$ cat src/rtl/perlin_noise_2d_height_macros.svh
// Assertion macros for the noise sampler RTL.
// Included by the top level, which carries concurrent assertions.
`ifndef PERLIN_NOISE_2D_HEIGHT_MACROS_SVH
`define PERLIN_NOISE_2D_HEIGHT_MACROS_SVH

// Implication checked on every rising clock edge outside reset.
`define PN_ASSERT_IMPL(label, clk, rst_n, ante, cons, msg) \
    label: assert property (@(posedge clk) disable iff (!rst_n) (ante) |-> (cons)) \
        else $error(msg);

// Next-cycle implication checked outside reset.
`define PN_ASSERT_NEXT(label, clk, rst_n, ante, cons, msg) \
    label: assert property (@(posedge clk) disable iff (!rst_n) (ante) |=> (cons)) \
        else $error(msg);

`endif

$ cat src/rtl/pn2h_pkg.sv
// Package for the 2D gradient-noise height sampler.
// Holds payload types, register indexes and reset values, the permutation table and the gradient function.
`timescale 1ns / 1ps
package pn2h_pkg;

    typedef struct packed {
        logic signed [31:0] x_coord;
        logic signed [31:0] z_coord;
    } t_in_item;

    typedef struct packed {
        logic signed [15:0] noise_value;
        logic signed [31:0] height;
    } t_out_item;

    localparam logic [7:0] REG_NOISE_SCALE  = 8'd0;
    localparam logic [7:0] REG_HEIGHT_SCALE = 8'd1;
    localparam logic [15:0] NOISE_SCALE_RST  = 16'd3277;
    localparam logic [15:0] HEIGHT_SCALE_RST = 16'd1280;

    // Fixed permutation table.
    function automatic logic [7:0] perm(input logic [7:0] idx);
        logic [7:0] t [256];
        t = '{
            8'd151,8'd160,8'd137,8'd91,8'd90,8'd15,8'd131,8'd13,8'd201,8'd95,8'd96,8'd53,
            8'd194,8'd233,8'd7,8'd225,8'd140,8'd36,8'd103,8'd30,8'd69,8'd142,8'd8,8'd99,
            8'd37,8'd240,8'd21,8'd10,8'd23,8'd190,8'd6,8'd148,8'd247,8'd120,8'd234,8'd75,
            8'd0,8'd26,8'd197,8'd62,8'd94,8'd252,8'd219,8'd203,8'd117,8'd35,8'd11,8'd32,
            8'd57,8'd177,8'd33,8'd88,8'd237,8'd149,8'd56,8'd87,8'd174,8'd20,8'd125,8'd136,
            8'd171,8'd168,8'd68,8'd175,8'd74,8'd165,8'd71,8'd134,8'd139,8'd48,8'd27,8'd166,
            8'd77,8'd146,8'd158,8'd231,8'd83,8'd111,8'd229,8'd122,8'd60,8'd211,8'd133,8'd230,
            8'd220,8'd105,8'd92,8'd41,8'd55,8'd46,8'd245,8'd40,8'd244,8'd102,8'd143,8'd54,
            8'd65,8'd25,8'd63,8'd161,8'd1,8'd216,8'd80,8'd73,8'd209,8'd76,8'd132,8'd187,
            8'd208,8'd89,8'd18,8'd169,8'd200,8'd196,8'd135,8'd130,8'd116,8'd188,8'd159,8'd86,
            8'd164,8'd100,8'd109,8'd198,8'd173,8'd186,8'd3,8'd64,8'd52,8'd217,8'd226,8'd250,
            8'd124,8'd123,8'd5,8'd202,8'd38,8'd147,8'd118,8'd126,8'd255,8'd82,8'd85,8'd212,
            8'd207,8'd206,8'd59,8'd227,8'd47,8'd16,8'd58,8'd17,8'd182,8'd189,8'd28,8'd42,
            8'd223,8'd183,8'd170,8'd213,8'd119,8'd248,8'd152,8'd2,8'd44,8'd154,8'd163,8'd70,
            8'd221,8'd153,8'd101,8'd155,8'd167,8'd43,8'd172,8'd9,8'd129,8'd22,8'd39,8'd253,
            8'd19,8'd98,8'd108,8'd110,8'd79,8'd113,8'd224,8'd232,8'd178,8'd185,8'd112,8'd104,
            8'd218,8'd246,8'd97,8'd228,8'd251,8'd34,8'd242,8'd193,8'd238,8'd210,8'd144,8'd12,
            8'd191,8'd179,8'd162,8'd241,8'd81,8'd51,8'd145,8'd235,8'd249,8'd14,8'd239,8'd107,
            8'd49,8'd192,8'd214,8'd31,8'd181,8'd199,8'd106,8'd157,8'd184,8'd84,8'd204,8'd176,
            8'd115,8'd121,8'd50,8'd45,8'd127,8'd4,8'd150,8'd254,8'd138,8'd236,8'd205,8'd93,
            8'd222,8'd114,8'd67,8'd29,8'd24,8'd72,8'd243,8'd141,8'd128,8'd195,8'd78,8'd66,
            8'd215,8'd61,8'd156,8'd180};
        return t[idx];
    endfunction

    // Gradient dot product for one corner; offsets are signed Q16 in 18 bits.
    function automatic logic signed [18:0] grad(input logic [1:0] h,
                                                input logic signed [17:0] x,
                                                input logic signed [17:0] y);
        logic signed [18:0] u;
        logic signed [18:0] v;
        u = h[1] ? 19'(y) : 19'(x);
        v = h[1] ? 19'(x) : 19'(y);
        return (h[0] ? -u : u) + (h[1] ? -v : v);
    endfunction

endpackage

$ cat src/rtl/pn2h_coord.sv
// Coordinate front end: scale, split into cell and fraction, fade curve.
// Depends on pn2h_pkg. Five register stages, advancing on i_adv.
`timescale 1ns / 1ps
module pn2h_coord #(
    parameter int LATTICE_SIZE = 256,
    parameter int FRAC_BITS    = 16
) (
    input  logic        i_clk,
    input  logic        i_adv,
    input  logic [31:0] i_coord,
    input  logic [15:0] i_scale,
    output logic [$clog2(LATTICE_SIZE)-1:0] o_cell,
    output logic [15:0] o_frac,
    output logic [16:0] o_fade
);
    import pn2h_pkg::*;

    localparam int CW = $clog2(LATTICE_SIZE);
    localparam int SH = 32 - FRAC_BITS;

    // Stage A: exact product (arithmetic shift of the signed product is a floor).
    logic signed [48:0] r_prod, n_prod;
    logic [CW-1:0] r_cell;
    logic [15:0] r_fa, r_fb, r_fc;
    logic [33:0] r_tt;
    logic [35:0] r_q;
    logic [16:0] r_t2;
    logic [19:0] r_q16;
    logic [CW-1:0] r_cb, r_cc;
    logic [16:0] r_fade;
    logic [33:0] r_t3p;

    logic signed [48:0] sh;
    logic [15:0] frac_w;
    logic [FRAC_BITS-1:0] fpart;

    assign n_prod = $signed(i_coord) * $signed({1'b0, i_scale});
    assign sh     = r_prod >>> SH;
    assign fpart  = sh[FRAC_BITS-1:0];

    always_comb begin
        if (FRAC_BITS >= 16) frac_w = 16'(fpart >> (FRAC_BITS - 16));
        else                 frac_w = 16'({fpart, 16'd0} >> FRAC_BITS);
    end

    logic [35:0] q_w;
    logic [33:0] f_w;
    // 6t^2 + 10*2^32 - 15t*2^16 stays positive and below 2^36.
    assign q_w  = 36'(64'd6 * 64'(r_tt[31:0]) + (64'd10 << 32)
                - ((64'd15 * 64'(r_fa)) << 16));
    assign f_w  = 34'((64'(r_t3p[33:16] + 18'(r_t3p[15])) * 64'(r_q16) + 64'd32768) >> 16);

    always_ff @(posedge i_clk) begin
        if (i_adv) begin
            r_prod <= n_prod;
            // Stage B: split and square.
            r_cell <= CW'(sh >>> FRAC_BITS);
            r_fa   <= frac_w;
            r_tt   <= 34'(frac_w) * 34'(frac_w);
            // Stage C: inner polynomial and t^2.
            r_fb   <= r_fa;
            r_cb   <= r_cell;
            r_q    <= q_w;
            r_t2   <= 17'((r_tt + 34'd32768) >> 16);
            // Stage D: round inner polynomial, t^3 product.
            r_fc   <= r_fb;
            r_cc   <= r_cb;
            r_q16  <= 20'((r_q + 36'd32768) >> 16);
            r_t3p  <= 34'(r_t2) * 34'(r_fb);
            r_fade <= (f_w > 34'd65536) ? 17'd65536 : 17'(f_w);
        end
    end

    // Stage E output (t3 rounded then multiplied by q16).
    logic [CW-1:0] r_ce;
    logic [15:0] r_fe;
    always_ff @(posedge i_clk) begin
        if (i_adv) begin
            r_ce <= r_cc;
            r_fe <= r_fc;
        end
    end

    assign o_cell = r_ce;
    assign o_frac = r_fe;
    assign o_fade = r_fade;
endmodule

$ cat config.mk
export PLATFORM = sky130hd
export DESIGN_NAME = pn2h_coord
export DESIGN_NICKNAME = d
export VERILOG_FILES = /design/src/rtl/perlin_noise_2d_height_macros.svh /design/src/rtl/pn2h_pkg.sv /design/src/rtl/pn2h_coord.sv
export SDC_FILE = /design/constraint.sdc
export NUM_CORES = 2
export LEC_CHECK = 0
export BUFFER_PORTS_ARGS = -buffer_cell sky130_fd_sc_hd__buf_2
export CORE_MARGIN = 10
export CORE_UTILIZATION = 43
export DETAILED_ROUTE_END_ITERATION = 8
export PLACE_DENSITY = 0.56
export SKIP_LAST_GASP = 1
export SYNTH_ARGS = -nofsm -noshare
export SYNTH_HDL_FRONTEND = slang
export SYNTH_SLANG_ARGS = --single-unit
$ cat constraint.sdc
create_clock -name i_clk -period 10.7 [get_ports i_clk]
set_input_delay 1.07 -clock i_clk [delete_from_list [all_inputs] [get_ports i_clk]]
set_output_delay 1.07 -clock i_clk [all_outputs]
set_load 0.05 [all_outputs]
# Word level (Yosys, flattened, before mapping)
# Index checks and enable logic that the tools add are counted.
# totals
register_bits,291
inputBits,50
output_inout_bits,41
elab_cells,28
# classes
n_addsub,6
mul,6
n_lt_le_gt_ge,1
# ops
cell,n
multiplier 32 x 17 -> 40 bit,1
adder 38 x 16 -> 39 bit (second input constant),1
multiplier 18 x 20 -> 38 bit,1
adder 35 x 36 -> 36 bit (second input constant),1
adder 36 x 16 -> 36 bit (second input constant),1
subtractor 36 bit,1
multiplier 2 x 32 -> 34 bit (first input constant),1
adder 32 x 16 -> 33 bit (second input constant),1
multiplier 17 x 16 -> 33 bit,1
multiplier 16 x 16 -> 32 bit,1
greater-than comparator 23 x 17 -> 1 bit (second input constant),1
multiplier 4 x 16 -> 20 bit (first input constant),1
adder 17 x 1 -> 18 bit,1

# Longest topological paths before layout
# depth
word_depth,4
ltp_mapped,36
mapped_depth_nobuf,32

# Worst setup path after synthesis
# Ideal clock, no wire load.
# synth_timing
path_kind,reg2reg
start,reg r_t3p[15]
end,"reg r_fade[1], in the netlist o_fade[1], data pin"
arrival_time_ns,8.026
required_ns,10.551
path_slack_ns,2.525
path_stages_with_launch,30
path_cell_list,edfxtp_1 ha_1 ha_1 nand4_1 or4_1 xnor2_1 clkbuf_1 nand2_1 fa_1 fa_1 inv_1 fa_1 fa_1 fa_1 inv_1 fa_1 inv_1 ha_1 nand2_1 o21bai_1 a2111oi_0 o31a_1 or2_1 buf_6 mux2_4 or3_1 a2111o_1 o41a_1 buf_6 nor3b_2
# synth_via
elab_chain_cells,4
# synth_lines
element,line_no,source
"start, declared",pn2h_coord.sv:31,logic [33:0] r_t3p;
"start signal, assigned",pn2h_coord.sv:69,r_t3p <= 34'(r_t2) * 34'(r_fb);
adder 17 x 1 -> 18 bit *,pn2h_coord.sv:51,assign f_w = 34'((64'(r_t3p[33:16] + 18'(r_t3p[15])) * 64'(r_q16) + 64'd32768) >> 16);
multiplier 18 x 20 -> 38 bit *,pn2h_coord.sv:51,
adder 38 x 16 -> 39 bit *,pn2h_coord.sv:51,
greater-than comparator 23 x 17 -> 1 bit,pn2h_coord.sv:70,r_fade <= (f_w > 34'd65536) ? 17'd65536 : 17'(f_w);
"end signal, assigned",pn2h_coord.sv:70,
"end, declared",pn2h_coord.sv:30,logic [16:0] r_fade;
# Every way passes the cells marked *; elsewhere a longest branch is shown, timed or not.
# A chain may end at the register's enable or synchronous reset.

# Worst setup path after layout
# layout_timing
start,reg r_t3p[19]
end,"reg r_fade[9], in the netlist o_fade[9], data pin"
# Same word-level chain as after synthesis.

==> flow_summary_export.csv <==
group,metric,value,unit
status,outcome,"finished, final reports clean",
die,rows,130,
finish,flow.area_growth_from_synthesis,5.57,%
die,die_width,377,µm
routing,first_pass_iters,5,
placed_design,place.port_buffers,90,
yosys,synth.top_cells.by_area,"sky130_fd_sc_hd__fa_1 40%, sky130_fd_sc_hd__edfxtp_1 13%, sky130_fd_sc_hd__ha_1 12%",
cts,clock_insertion_delay_at_the_later_pin_of_the_skew_report,620,ps
setup_path,worst_r2r_startpoint,"r_t3p[19]$_DFFE_PP_",
yosys,synth_area_in_compound_gates,5.45,%
setup_path,critPathKind,"reg2reg",
yosys,combinational_family_with_the_most_area_after_synthesis,"adder cells",
yosys,synthesis.nets,7446,
timing,grt_setup_unrepaired,"false",
cts,cts_made_buffers,29,
setup_path,worst-path-max-fanout,11,
placed_design,post-dp-hpwl,105,mm
timing,fin_ws,1310,ps
yosys,synth-edff-count,243,
setup_path,critical_path.top_delay_family,"adder cells",
setup_path,crit_cells,28,
cts,post_cts_resized,0,
die,floorplan.die.height,377,µm
die,fp.coreArea,126000,µm²
setup_path,max_stage_delay,850,ps
cts,cts_max_path_buffers,3,
setup_path,regToRegSetupSlack,1310,ps
routing,dr.first_iter.drc_count,1964,
cts,tritoncts_clock_tree,"done",
timing,fmax,107,MHz
flow_run,maxCapViolations,0,
setup_path,timing.rr.end,"o_fade[9]$_SDFFCE_PN0P_",
cts,path_clk_slew,60,ps
setup_path,timing.critical_path.required,11130,ps
setup_path,top_cell_by_count_worst_path,"sky130_fd_sc_hd__fa_1",
timing,final.setup_skew,47.2,ps
timing,slew_viol_final,0,
cts,h-tree-depth,1,
timing,timing_hold_violations_final,0,
routing,drt-wirelength-per-cell,18.0,µm
yosys,synth_seq_area_share,13.3,%
setup_path,worst_path_max_delay_cell,"sky130_fd_sc_hd__xnor2_1",
routing,wirelength,133,mm
finish,drive_above_1_share,3.87,%
global_routing,antenna_found_initial,1,
die,floorplan.initialDensity,43.4,%
yosys,synthXorXnorAreaFrac,3.46,%
setup_path,critical_path.startpoint_type,"register",
min_path,min_path_type,"reg2reg",
die,io-pin-count,91,
yosys,ys_async_sr_fraction,0,%
placed_design,placed_cells,7334,
global_routing,global_route_wire_length_before_repair,220,mm
placed_design,routabilityCongestion,0.873,
yosys,ys_seq_elements,243,
cts,postCtsSetupBuffers,0,
timing,final_min_period_over_clock_period,87.7,%
setup_path,cp.arrival,9820,ps
yosys,synth_area_leader_cell,"sky130_fd_sc_hd__fa_1",
finish,antenna_cells_inserted,0,
timing,final-setup-viol-count,0,
yosys,synth.area.mux_share,0.167,%
min_path,hold_end,"o_cell[0]$_DFFE_PP_",
global_routing,grt_start_max_net_pins,159,
setup_path,timing.reg2reg.worst_path_depth,28,
finish,final_nets,7398,
setup_path,worstPathBufferInverterCount,3,
setup_path,critical_path.endpoint_type,"register",
timing,max_slew_margin,27.2,%
die,die_area,142000,µm²
yosys,synthCells,5763,
timing,finalCriticalPeriod,9390,ps
routing,drc,0,
min_path,holdPathStages,0,
min_path,holdCritStartpoint,"r_cc[0]$_DFFE_PP_",
yosys,yosys.cell_types.count,81,
yosys,mean_post_synth_cell_area,9.50,µm²
yosys,synth-simple-area-share,14.6,%
timing,tns,0,ps
global_routing,globalRoute.totalOverflow,0,
cts,clock_sink_count,243,
yosys,synthAdderAreaFrac,52.4,%
routing,vias_per_instance,5.11,
yosys,synth_warnings,0,
yosys,fraction_of_post_synthesis_cell_area_in_the_top_cell_type_by_area,40.2,%
timing,worst_pin_slew,1080,ps
cts,ctsRootBufferMaster,"sky130_fd_sc_hd__clkbuf_16",
yosys,synth_top_flop_cell,"sky130_fd_sc_hd__edfxtp_1",
routing,postRouteAntennaNets,0,
cts,cts.hold.buffers_added,0,
finish,post_layout_nonfiller_instances,7388,
global_routing,grt_pass1_vias,41100,
global_routing,grt_use_total,19.3,%
routing,num_vias,37700,
yosys,mappedNetlistArea,54700,µm²
placed_design,dp_worst_setup_slack,1330,ps
==> final cells by class <==
class	count	area (µm²)
Clock buffer	33	741
Clock inverter	21	260
Tap cell	1650	2060
Timing Repair Buffer	136	818
Multi-Input combinational cell	3988	41700
Fill cell	12200	68300
Inverter	1317	4940
Sequential cell	243	7300
==> worst max path at each step <==
stage / from / end / slack (ps)
6_report: r_t3p[19]$_DFFE_PP_ / o_fade[9]$_SDFFCE_PN0P_ / 1310
5_1_grt: r_t3p[18]$_DFFE_PP_ / o_fade[9]$_SDFFCE_PN0P_ / 610
4_1_cts: r_t3p[19]$_DFFE_PP_ / o_fade[9]$_SDFFCE_PN0P_ / 1300
3_5_place_dp: r_t3p[19]$_DFFE_PP_ / o_fade[9]$_SDFFCE_PN0P_ / 1330
3_3_place_gp: r_t3p[18]$_DFFE_PP_ / o_fade[9]$_SDFFCE_PN0P_ / 1410
2_1_floorplan: r_t3p[15]$_DFFE_PP_ / o_fade[1]$_SDFFCE_PN0P_ / 2530
==> logic make-up after synthesis <==
group / Yosys count
and+or+nand+nor: 1693
adders and majority gates: 1633
buffers and inverters: 1532
AOI/OAI and AO/OA: 439
DFF: 243
xor gates and xnor gates: 216
muxes: 7
==> cells in the mapped netlist, drive strengths merged (5+ instances only) <==
cell,n
inv,1317
a21o,89
nand4,23
and3,33
nand2,885
a211o,8
clkbuf,201
nor3,36
o21bai,17
xor2,73
o31ai,7
nand3,50
ha,534
nor3b,6
nor4,7
a31oi,17
nor2b,29
and2,424
or3,14
a21oi,101
o211ai,14
o21ai,72
nand3b,6
or2,11
a211oi,14
a221oi,9
edfxtp,243
a2111oi,6
buf,14
nand2b,15
o2111ai,8
o21a,23
fa,1099
a311oi,5
a21boi,9
a41oi,5
xnor2,143
nor2,142
==> cell usage in the layout (no fill, tap or decap), drive strengths merged, types with 23 or more instances in the layout <==
cell,netlist,routed
xor2,73,73
fa,1099,1099
nand2,885,885
nand3,50,50
a21o,89,89
nor2,142,142
nand4,23,23
inv,1317,1322
buf,14,136
edfxtp,243,243
xnor2,143,143
o21ai,72,72
ha,534,534
nor2b,29,29
o21a,23,23
and3,33,33
and2,424,424
clkbuf,201,33
nor3,36,36
a21oi,101,101
==> per-stage QoR <==
| step | cell area [µm²] | hold WS [ps] | util (%) |
|---|---|---|---|
| global placement | 56800 | 401 | 45.1 |
| finish | 57800 | 410 | 45.8 |
| detailed placement | 56800 | 405 | 45.1 |
| global route | 57800 | 420 | 45.8 |
| CTS | 57800 | 414 | 45.8 |
| floorplan | 54700 | 400 | - |
==> per-layer routing <==
metal	vias up	part of all wire [%]	global-route usage, %
li1	17400	-	-
met1	19300	42	24.8
met2	810	50	34.0
met3	196	4.2	1.89
met4	0	3.3	5.97
met5	-	0	0
==> registers in the layout (all words and copies together), names as in the netlist, 16 cells and up <==
| name | cells |
|---|---|
| r_fb | 16 |
| r_fc | 16 |
| r_fa | 16 |
| r_q | 21 |
| r_tt | 30 |
| r_prod | 24 |
| r_q16 | 20 |
| o_fade | 17 |
| r_t2 | 17 |
| o_frac | 16 |
| r_t3p | 18 |
Power is left out: the tool's default activity adds up to more than one toggle a clock period on the data nets, which glitch-free logic cannot reach.
