`config.mk`:
```
export PLATFORM = sky130hd
export DESIGN_NAME = pn2h_blend
export DESIGN_NICKNAME = d
export VERILOG_FILES = /design/src/rtl/perlin_noise_2d_height_macros.svh /design/src/rtl/pn2h_pkg.sv /design/src/rtl/pn2h_blend.sv
export SDC_FILE = /design/constraint.sdc
export NUM_CORES = 2
export LEC_CHECK = 0
export ABC_AREA = 1
export BUFFER_PORTS_ARGS = -buffer_cell sky130_fd_sc_hd__buf_2
export CAP_MARGIN = 10
export CORE_MARGIN = 2
export CORE_UTILIZATION = 55
export CTS_BUF_LIST = sky130_fd_sc_hd__clkbuf_8
export CTS_CLUSTER_DIAMETER = 30
export DETAILED_ROUTE_END_ITERATION = 7
export HOLD_SLACK_MARGIN = 0.05
export PLACE_DENSITY = 0.74
export REMOVE_ABC_BUFFERS = 1
export SETUP_SLACK_MARGIN = 0.2
export SLEW_MARGIN = 10
export SYNTH_ARGS = -nofsm -noshare
export SYNTH_HDL_FRONTEND = slang
export SYNTH_SLANG_ARGS = --single-unit
```
`constraint.sdc`:
```
create_clock -name i_clk -period 10.3 [get_ports i_clk]
set_clock_uncertainty 0.1 [all_clocks]
set_input_delay 1.545 -clock i_clk [delete_from_list [all_inputs] [get_ports i_clk]]
set_output_delay 1.545 -clock i_clk [all_outputs]
set_load 0.02 [all_outputs]
```
`src/rtl/perlin_noise_2d_height_macros.svh`:
```
// Assertion macros for the noise sampler RTL.
// Included by the top level, which carries concurrent assertions.
`ifndef PERLIN_NOISE_2D_HEIGHT_MACROS_SVH
`define PERLIN_NOISE_2D_HEIGHT_MACROS_SVH

// Implication checked on every rising clock edge outside reset.
`define PN_ASSERT_IMPL(label, clk, rst_n, ante, cons, msg) \
    label: assert property (@(posedge clk) disable iff (!rst_n) (ante) |-> (cons)) \
        else $error(msg);

// Next-cycle implication checked outside reset.
`define PN_ASSERT_NEXT(label, clk, rst_n, ante, cons, msg) \
    label: assert property (@(posedge clk) disable iff (!rst_n) (ante) |=> (cons)) \
        else $error(msg);

`endif

```
`src/rtl/pn2h_pkg.sv`:
```
// Package for the 2D gradient-noise height sampler.
// Holds payload types, register indexes and reset values, the permutation table and the gradient function.
`timescale 1ns / 1ps
package pn2h_pkg;

    typedef struct packed {
        logic signed [31:0] x_coord;
        logic signed [31:0] z_coord;
    } t_in_item;

    typedef struct packed {
        logic signed [15:0] noise_value;
        logic signed [31:0] height;
    } t_out_item;

    localparam logic [7:0] REG_NOISE_SCALE  = 8'd0;
    localparam logic [7:0] REG_HEIGHT_SCALE = 8'd1;
    localparam logic [15:0] NOISE_SCALE_RST  = 16'd3277;
    localparam logic [15:0] HEIGHT_SCALE_RST = 16'd1280;

    // Fixed permutation table.
    function automatic logic [7:0] perm(input logic [7:0] idx);
        logic [7:0] t [256];
        t = '{
            8'd151,8'd160,8'd137,8'd91,8'd90,8'd15,8'd131,8'd13,8'd201,8'd95,8'd96,8'd53,
            8'd194,8'd233,8'd7,8'd225,8'd140,8'd36,8'd103,8'd30,8'd69,8'd142,8'd8,8'd99,
            8'd37,8'd240,8'd21,8'd10,8'd23,8'd190,8'd6,8'd148,8'd247,8'd120,8'd234,8'd75,
            8'd0,8'd26,8'd197,8'd62,8'd94,8'd252,8'd219,8'd203,8'd117,8'd35,8'd11,8'd32,
            8'd57,8'd177,8'd33,8'd88,8'd237,8'd149,8'd56,8'd87,8'd174,8'd20,8'd125,8'd136,
            8'd171,8'd168,8'd68,8'd175,8'd74,8'd165,8'd71,8'd134,8'd139,8'd48,8'd27,8'd166,
            8'd77,8'd146,8'd158,8'd231,8'd83,8'd111,8'd229,8'd122,8'd60,8'd211,8'd133,8'd230,
            8'd220,8'd105,8'd92,8'd41,8'd55,8'd46,8'd245,8'd40,8'd244,8'd102,8'd143,8'd54,
            8'd65,8'd25,8'd63,8'd161,8'd1,8'd216,8'd80,8'd73,8'd209,8'd76,8'd132,8'd187,
            8'd208,8'd89,8'd18,8'd169,8'd200,8'd196,8'd135,8'd130,8'd116,8'd188,8'd159,8'd86,
            8'd164,8'd100,8'd109,8'd198,8'd173,8'd186,8'd3,8'd64,8'd52,8'd217,8'd226,8'd250,
            8'd124,8'd123,8'd5,8'd202,8'd38,8'd147,8'd118,8'd126,8'd255,8'd82,8'd85,8'd212,
            8'd207,8'd206,8'd59,8'd227,8'd47,8'd16,8'd58,8'd17,8'd182,8'd189,8'd28,8'd42,
            8'd223,8'd183,8'd170,8'd213,8'd119,8'd248,8'd152,8'd2,8'd44,8'd154,8'd163,8'd70,
            8'd221,8'd153,8'd101,8'd155,8'd167,8'd43,8'd172,8'd9,8'd129,8'd22,8'd39,8'd253,
            8'd19,8'd98,8'd108,8'd110,8'd79,8'd113,8'd224,8'd232,8'd178,8'd185,8'd112,8'd104,
            8'd218,8'd246,8'd97,8'd228,8'd251,8'd34,8'd242,8'd193,8'd238,8'd210,8'd144,8'd12,
            8'd191,8'd179,8'd162,8'd241,8'd81,8'd51,8'd145,8'd235,8'd249,8'd14,8'd239,8'd107,
            8'd49,8'd192,8'd214,8'd31,8'd181,8'd199,8'd106,8'd157,8'd184,8'd84,8'd204,8'd176,
            8'd115,8'd121,8'd50,8'd45,8'd127,8'd4,8'd150,8'd254,8'd138,8'd236,8'd205,8'd93,
            8'd222,8'd114,8'd67,8'd29,8'd24,8'd72,8'd243,8'd141,8'd128,8'd195,8'd78,8'd66,
            8'd215,8'd61,8'd156,8'd180};
        return t[idx];
    endfunction

    // Gradient dot product for one corner; offsets are signed Q16 in 18 bits.
    function automatic logic signed [18:0] grad(input logic [1:0] h,
                                                input logic signed [17:0] x,
                                                input logic signed [17:0] y);
        logic signed [18:0] u;
        logic signed [18:0] v;
        u = h[1] ? 19'(y) : 19'(x);
        v = h[1] ? 19'(x) : 19'(y);
        return (h[0] ? -u : u) + (h[1] ? -v : v);
    endfunction

endpackage

```
`src/rtl/pn2h_blend.sv`:
```
// Corner hashing, gradients, bilinear blend and output scaling.
// Depends on pn2h_pkg. Register stages advance on i_adv.
`timescale 1ns / 1ps
module pn2h_blend #(
    parameter int LATTICE_SIZE = 256
) (
    input  logic        i_clk,
    input  logic        i_adv,
    input  logic [$clog2(LATTICE_SIZE)-1:0] i_cx,
    input  logic [$clog2(LATTICE_SIZE)-1:0] i_cz,
    input  logic [15:0] i_fx,
    input  logic [15:0] i_fz,
    input  logic [16:0] i_u,
    input  logic [16:0] i_v,
    input  logic [15:0] i_hscale,
    output pn2h_pkg::t_out_item o_item
);
    import pn2h_pkg::*;

    logic [7:0] cx8, cz8;
    assign cx8 = 8'(i_cx);
    assign cz8 = 8'(i_cz);

    // Stage 1: first hash level.
    logic [7:0] r_px0, r_px1, r_cz1;
    logic [15:0] r_fx1, r_fz1;
    logic [16:0] r_u1, r_v1;
    always_ff @(posedge i_clk) begin
        if (i_adv) begin
            r_px0 <= perm(cx8);
            r_px1 <= perm(cx8 + 8'd1);
            r_cz1 <= cz8;
            r_fx1 <= i_fx; r_fz1 <= i_fz; r_u1 <= i_u; r_v1 <= i_v;
        end
    end

    // Stage 2: corner hashes and gradients.
    logic signed [17:0] ax, bx, az, bz;
    assign ax = $signed({2'b00, r_fx1});
    assign bx = ax - 18'sd65536;
    assign az = $signed({2'b00, r_fz1});
    assign bz = az - 18'sd65536;
    logic [7:0] h_aa, h_ba, h_ab, h_bb;
    assign h_aa = perm(r_px0 + r_cz1);
    assign h_ba = perm(r_px1 + r_cz1);
    assign h_ab = perm(r_px0 + r_cz1 + 8'd1);
    assign h_bb = perm(r_px1 + r_cz1 + 8'd1);
    logic signed [18:0] r_gaa, r_gba, r_gab, r_gbb;
    logic [16:0] r_u2, r_v2;
    always_ff @(posedge i_clk) begin
        if (i_adv) begin
            r_gaa <= grad(h_aa[1:0], ax, az);
            r_gba <= grad(h_ba[1:0], bx, az);
            r_gab <= grad(h_ab[1:0], ax, bz);
            r_gbb <= grad(h_bb[1:0], bx, bz);
            r_u2 <= r_u1; r_v2 <= r_v1;
        end
    end

    // Stage 3: x lerps.
    logic signed [37:0] px0, px1;
    assign px0 = (38'(r_gba) - 38'(r_gaa)) * $signed({1'b0, r_u2});
    assign px1 = (38'(r_gbb) - 38'(r_gab)) * $signed({1'b0, r_u2});
    logic signed [19:0] r_x0, r_x1;
    logic [16:0] r_v3;
    always_ff @(posedge i_clk) begin
        if (i_adv) begin
            r_x0 <= 20'(r_gaa) + 20'((px0 + 38'sd32768) >>> 16);
            r_x1 <= 20'(r_gab) + 20'((px1 + 38'sd32768) >>> 16);
            r_v3 <= r_v2;
        end
    end

    // Stage 4: z lerp, round to Q2.14, saturate.
    logic signed [39:0] pz;
    logic signed [20:0] n16;
    logic signed [18:0] n14w;
    assign pz   = 40'(21'(r_x1) - 21'(r_x0)) * $signed({1'b0, r_v3});
    assign n16  = 21'(r_x0) + 21'((pz + 40'sd32768) >>> 16);
    assign n14w = 19'((n16 + 21'sd2) >>> 2);
    logic signed [15:0] r_n14;
    always_ff @(posedge i_clk) begin
        if (i_adv) begin
            if (n14w > 19'sd32767)       r_n14 <= 16'sh7fff;
            else if (n14w < -19'sd32768) r_n14 <= 16'sh8000;
            else                         r_n14 <= 16'(n14w);
        end
    end

    // Stage 5: height product; stage 6: round and saturate.
    logic signed [32:0] r_hp;
    logic signed [15:0] r_n5;
    always_ff @(posedge i_clk) begin
        if (i_adv) begin
            r_hp <= r_n14 * $signed({1'b0, i_hscale});
            r_n5 <= r_n14;
        end
    end

    logic signed [32:0] hw;
    assign hw = (r_hp + 33'sd32) >>> 6;
    always_ff @(posedge i_clk) begin
        if (i_adv) begin
            o_item.noise_value <= r_n5;
            if (hw > 33'sd2147483647)       o_item.height <= 32'h7fffffff;
            else if (hw < -33'sd2147483648) o_item.height <= 32'h80000000;
            else                            o_item.height <= 32'(hw);
        end
    end
endmodule
```
### Yosys cells after proc, flatten, opt, wreduce, memory -nomap -nowiden

Memories as Yosys holds them, arrays and structs flattened. A register that Yosys moved wholly into a read port is not among the register bits.
Cells that the tools add are included.

| storage, ports and cells | value |
|---|---|
| register bits | 354 |
| ROM bits | 12,288 |
| output and inout bits | 48 |
| word-level logic and storage cells | 99 |
| memories kept | 6 |

| operators by class | value |
|---|---|
| add/sub/neg operators | 30 |
| $mul | 4 |
| $lt $le $gt $ge | 8 |
| muxes and demuxes | 26 |
| bitwise gates (word level) | 6 |

Memories:

| name | words | bits a word | read ports | clocked after memory_dff | wr ports | RTL line | RTL |
|---|---|---|---|---|---|---|---|
| (name not given) | 256 | 8 | 1 | 0 | 0 | pn2h_pkg.sv:47 | `return t[idx];` |
| (name not given) | 256 | 8 | 1 | 0 | 0 | pn2h_pkg.sv:47 |  |
| (name not given) | 256 | 8 | 1 | 0 | 0 | pn2h_pkg.sv:47 |  |
| (name not given) | 256 | 8 | 1 | 0 | 0 | pn2h_pkg.sv:47 |  |
| (name not given) | 256 | 8 | 1 | 1 | 0 | pn2h_pkg.sv:47 |  |
| (name not given) | 256 | 8 | 1 | 1 | 0 | pn2h_pkg.sv:47 |  |

Operators by type and width:

| kind | count |
|---|---|
| $mux W19 | 14 |
| $neg A19 Y19 | 6 |
| $add A19 B19 Y19 | 4 |
| $add A36 B17 Y36 const B | 2 |
| $mul A20 B18 Y36 | 2 |
| $not A8 Y9 | 6 |
| $mux W16 | 3 |
| $add A19 B20 Y20 | 2 |
| $sub A19 B19 Y20 | 2 |
| $neg A16 Y19 | 2 |
| $add A37 B17 Y37 const B | 1 |
| $mul A21 B18 Y37 | 1 |
| $ge A9 B9 Y1 const B | 4 |
| $sub A16 B17 Y18 const B | 2 |
| $add A33 B7 Y33 const B | 1 |
| $mul A16 B17 Y33 | 1 |
| $gt A27 B32 Y1 const B | 1 |
| $lt A27 B32 Y1 const B | 1 |
| $mux W32 | 1 |
| $add A8 B1 Y8 const B | 3 |
| $add A20 B21 Y21 | 1 |
| $add A21 B3 Y21 const B | 1 |
| $sub A20 B20 Y21 | 1 |
| $gt A19 B16 Y1 const B | 1 |
| 3 further kinds | 11 |

### Longest topological paths before layout

| depth | value |
|---|---|
| depth in word-level cells | 10 |
| mapped depth | 60 |

### Worst setup path before layout

No wires, ideal clock.

| path | value |
|---|---|
| path kind | flip-flop to flip-flop |
| start point | reg r_x0[0] |
| end point | reg r_n14[10], data pin |
| setup time | 0.264 ns |
| arrival time | 10.084 ns |
| slack | -0.148 ns |
| cell stages (with the launch flop) | 50 |
| path buffers | 2 |
| clock period less this slack | 10.448 ns |
| cell sequence | edfxtp_1 > ha_1 > fa_1 > inv_1 > a31oi_1 > o21ai_0 > a31oi_1 > o21ai_0 > inv_1 > o21ai_0 > xor2_1 > inv_1 > clkbuf_1 > nor2_1 > fa_1 > fa_1 > inv_1 > fa_1 > (+14 left out) > nor2_1 > nor2_1 > o21ai_0 > a21oi_1 > o21ai_0 > xor2_1 > ha_1 > ha_1 > nand2_1 > nor2_1 > nand2_1 > or3b_2 > nand2_1 > nand2_1 > a211o_1 > nand3_1 > clkbuf_1 > nand2_1 |

| between the ends | value |
|---|---|
| longest elaborated chain between the ends | 7 |

RTL lines:

| element | RTL line | RTL |
|---|---|---|
| start: declaration | pn2h_blend.sv:64 | `logic signed [19:0] r_x0, r_x1;` |
| start signal: assignment | pn2h_blend.sv:68 | `r_x0 <= 20'(r_gaa) + 20'((px0 + 38'sd32768) >>> 16);` |
| $sub A20 B20 Y21 | pn2h_blend.sv:78 | `assign pz = 40'(21'(r_x1) - 21'(r_x0)) * $signed({1'b0, r_v3});` |
| $mul A21 B18 Y37 | pn2h_blend.sv:78 |  |
| $add A37 B17 Y37 | pn2h_blend.sv:79 | `assign n16 = 21'(r_x0) + 21'((pz + 40'sd32768) >>> 16);` |
| $add A20 B21 Y21 (*) | pn2h_blend.sv:79 |  |
| $add A21 B3 Y21 (*) | pn2h_blend.sv:80 | `assign n14w = 19'((n16 + 21'sd2) >>> 2);` |
| $lt A19 B16 Y1 | pn2h_blend.sv:85 | `else if (n14w < -19'sd32768) r_n14 <= 16'sh8000;` |
| $mux W16 | pn2h_blend.sv:85 |  |
| end signal: assignment | pn2h_blend.sv:86 | `else r_n14 <= 16'(n14w);` |
| end: declaration | pn2h_blend.sv:81 | `logic signed [15:0] r_n14;` |

Every way passes the cells marked *; elsewhere a longest branch is shown, timed or not.
A chain may end at the register's enable or synchronous reset.

### Final worst setup path

| path | value |
|---|---|
| start point | reg r_x0[2] |
| end point | reg r_n14[7], data pin |

The elaborated chain is that of the path after synthesis.

==> flow_summary.toml <==
[status]
status = "completed"

[sta]
finalSetupViolations = 0
max_freq_ghz = 0.100
fin_crit_ps = 10000
hold_violations = 0
slew_violations = 0
worst_pin_slew_ps = 1150
min_period_over_period_pct = 97.1
rsz0062_at_grt = "yes"
relSlewSlack_pct = 23.1

[clock_tree]
clockRootBuffer = "clkbuf_8"
numClockSinks = 358
clock_latency_ps = 840
clkTransAtPathRegs_ps = 50
clockBufferDepth = 3
cts_buffers = 90
tritoncts = "built"
cts_htree_levels = 3

[routing]
viasPerCell = 5.67
vias = 70769
ant_nets = 0
dr.pass1.iters = 8
drc = 0
post_drt_wl_per_cell_um = 20.3
drt_iter0_drc = 6905
drt-total-wl_um = 254000

[synth]
synth_top_area_share_pct = 30.3
synthFlopType = "edfxtp_1"
syn_inst = 10135
synth.largest_area_cell = "fa_1"
ys_warn_count = 0
ys_seq_elements = 358
async_flop_share_pct = 0
synth.avg_cell_area_um2 = 7.83
ys_seq_area_share_pct = 13.6
synth_edf_count = 358
syn_area_mm2 = 0.0793
synthTopCellsByArea = "fa_1 30%, edfxtp_1 14%, ha_1 11%"
yosysUniqueCellTypes = 69

[placed_design]
port_buffers = 147
gp_congestion = 1.04
hpwl_um = 201000

[worst_setup_path]
worstSetupPathType = "flop to flop"
start_kind = "flop"
crit_path_end_kind = "flop"
path_common_cell = "o21ai_2"
critical_path_arrival_ps = 10430
crit_slowest_cell = "fa_2"
slowest_delay_ps = 560
cp.required_ps = 10730
worstPathMaxFanout = 8

[final_layout]
areaGrowthSynthToFinish_pct = 11.3
post-route-util_pct = 61.6
fillerInstances = 12482
drive_gt1_share_pct = 11.5
nNetsFinal = 12502

[floorplan]
fp-row-count = 139
die-area_mm2 = 0.147
die_h_um = 384
design.core.area_mm2 = 0.143
die_w_um = 384
io_pins = 148
initial_core_util_pct = 55.4

[grt]
antenna_found_initial = 20
first_global_vias = 71633
overflow = 0
grt_pass1_wl_um = 393000
grt_util_all_layers_pct = 34.1
grt_max_degree = 100

[worst_hold_path]
hold_class = "flop to flop"

[flow_run]
max-cap-violations = 0
## per-stage QoR
stage	hold WS [ps]	area, µm²	TNS (ps)	worst slack [ps]	cells
2_1_floorplan	300	77800	0	12.6	9797
3_3_place_gp	300	83800	-5490	-367	12217
3_5_place_dp	305	83800	-8350	-515	12217
4_1_cts	280	86000	0	199	12384
5_1_grt	302	88300	-1160	-97.3	12470
6_report	289	88300	0	299	12471
## routing by layer
layer | share of wire (%) | global-route usage, % | routed length [µm]
met5 | 0.013 | 0 | 34
met4 | 5.1 | 16.5 | 12800
met3 | 9.1 | 5.28 | 23000
met2 | 46 | 53.7 | 116000
met1 | 40 | 46.1 | 102000
## final timing paths
check / startpoint / end / slack [ps] / depth (start not counted)
worst max register to register: r_x0[2] / r_n14[7] / 300 / 52
worst max-delay path: r_x0[2] / r_n14[7] / 300 / 52
worst min-delay path: r_v2[9] / r_v3[9] / 290 / 0
worst min register to register: r_v2[9] / r_v3[9] / 290 / 0
## state kept, by name, indices dropped and copies added (netlist names), 16 cells and up
register / cells
r_n5: 16
r_v1: 17
r_v3: 17
r_fz1: 16
r_hp: 28
r_gba: 18
r_u2: 17
r_x1: 20
o_item: 44
r_gbb: 18
r_fx1: 16
r_gaa: 19
r_v2: 17
r_n14: 16
r_gab: 18
r_x0: 20
r_u1: 17
## Yosys cell counts (16+ instances only)
master	count
a211oi_1	21
a21o_1	16
a21oi_1	396
a31oi_1	69
buf_2	37
buf_6	19
clkbuf_1	280
clkinv_1	33
edfxtp_1	358
fa_1	1201
ha_1	718
inv_1	2173
nand2_1	2044
nand3_1	413
nand4_1	62
nor2_1	906
nor2_2	21
nor3_1	60
o211ai_1	77
o21ai_0	435
o21ai_1	39
o21bai_1	16
o221ai_1	27
o22ai_1	17
o311ai_0	32
o31ai_1	31
or2_2	52
xnor2_1	114
xor2_1	245
## kinds of logic (layout without fill, tap and decap cells)
family                   after synthesis  count (layout)  synth area share, %
XOR/XNOR                             366             366                 4.11
buffers and inverters               2580            2970                 12.5
flip-flops                           358             358                 13.6
other                                  2              45              0.00947
AND/OR/NAND/NOR                     3635            3635                 18.8
AO/OA/AOI/OAI                       1275            1275                 9.39
adder cells (fa/ha/maj)             1919            1919                 41.6
## critical path: cells and delay by family, from the launching register on
family	cells	cell delay [ps]
AO/OA/AOI/OAI	18	2490
buffers and inverters	12	1080
XOR/XNOR	2	340
adder cells (fa/ha/maj)	10	4100
flip-flops	1	410
AND/OR/NAND/NOR	10	1200
## cell type report
class | count | area [µm²] | area share, %
repair buffers | 594 | 4230 | 4.79
multi-input cells | 7222 | 60600 | 68.7
clock inverters | 69 | 668 | 0.757
diodes | 18 | 45.0 | 0.0510
inverters | 2217 | 8350 | 9.46
flip-flops and latches | 358 | 10800 | 12.2
clock buffers | 90 | 1240 | 1.40
well taps | 1903 | 2380 | 2.70
## cell usage in the layout (no fill, tap or decap), types with 59 or more instances in the layout
| master | n |
|---|---|
| xor2_1 | 233 |
| buf_2 | 147 |
| edfxtp_1 | 358 |
| o21ai_0 | 390 |
| a21oi_1 | 350 |
| nand3_1 | 400 |
| nand2_2 | 66 |
| xnor2_1 | 112 |
| o211ai_1 | 77 |
| a31oi_1 | 59 |
| nand2_1 | 1981 |
| clkbuf_8 | 90 |
| nor2_1 | 875 |
| nand4_1 | 62 |
| ha_1 | 669 |
| fa_1 | 1183 |
| inv_1 | 2147 |
| buf_4 | 425 |
## repair_timing
item | in CTS | in global routing
buffers inserted | 8 | 67
cloned | 0 | 2
resized for setup | 70 | 417
setup endpoints to repair | 22 | 30
pin swaps | 23 | 274
hold buffers | 0 | 0
Power is not shown: default switching activity piles up to over one toggle a cycle in this logic, so the estimate is an artifact.
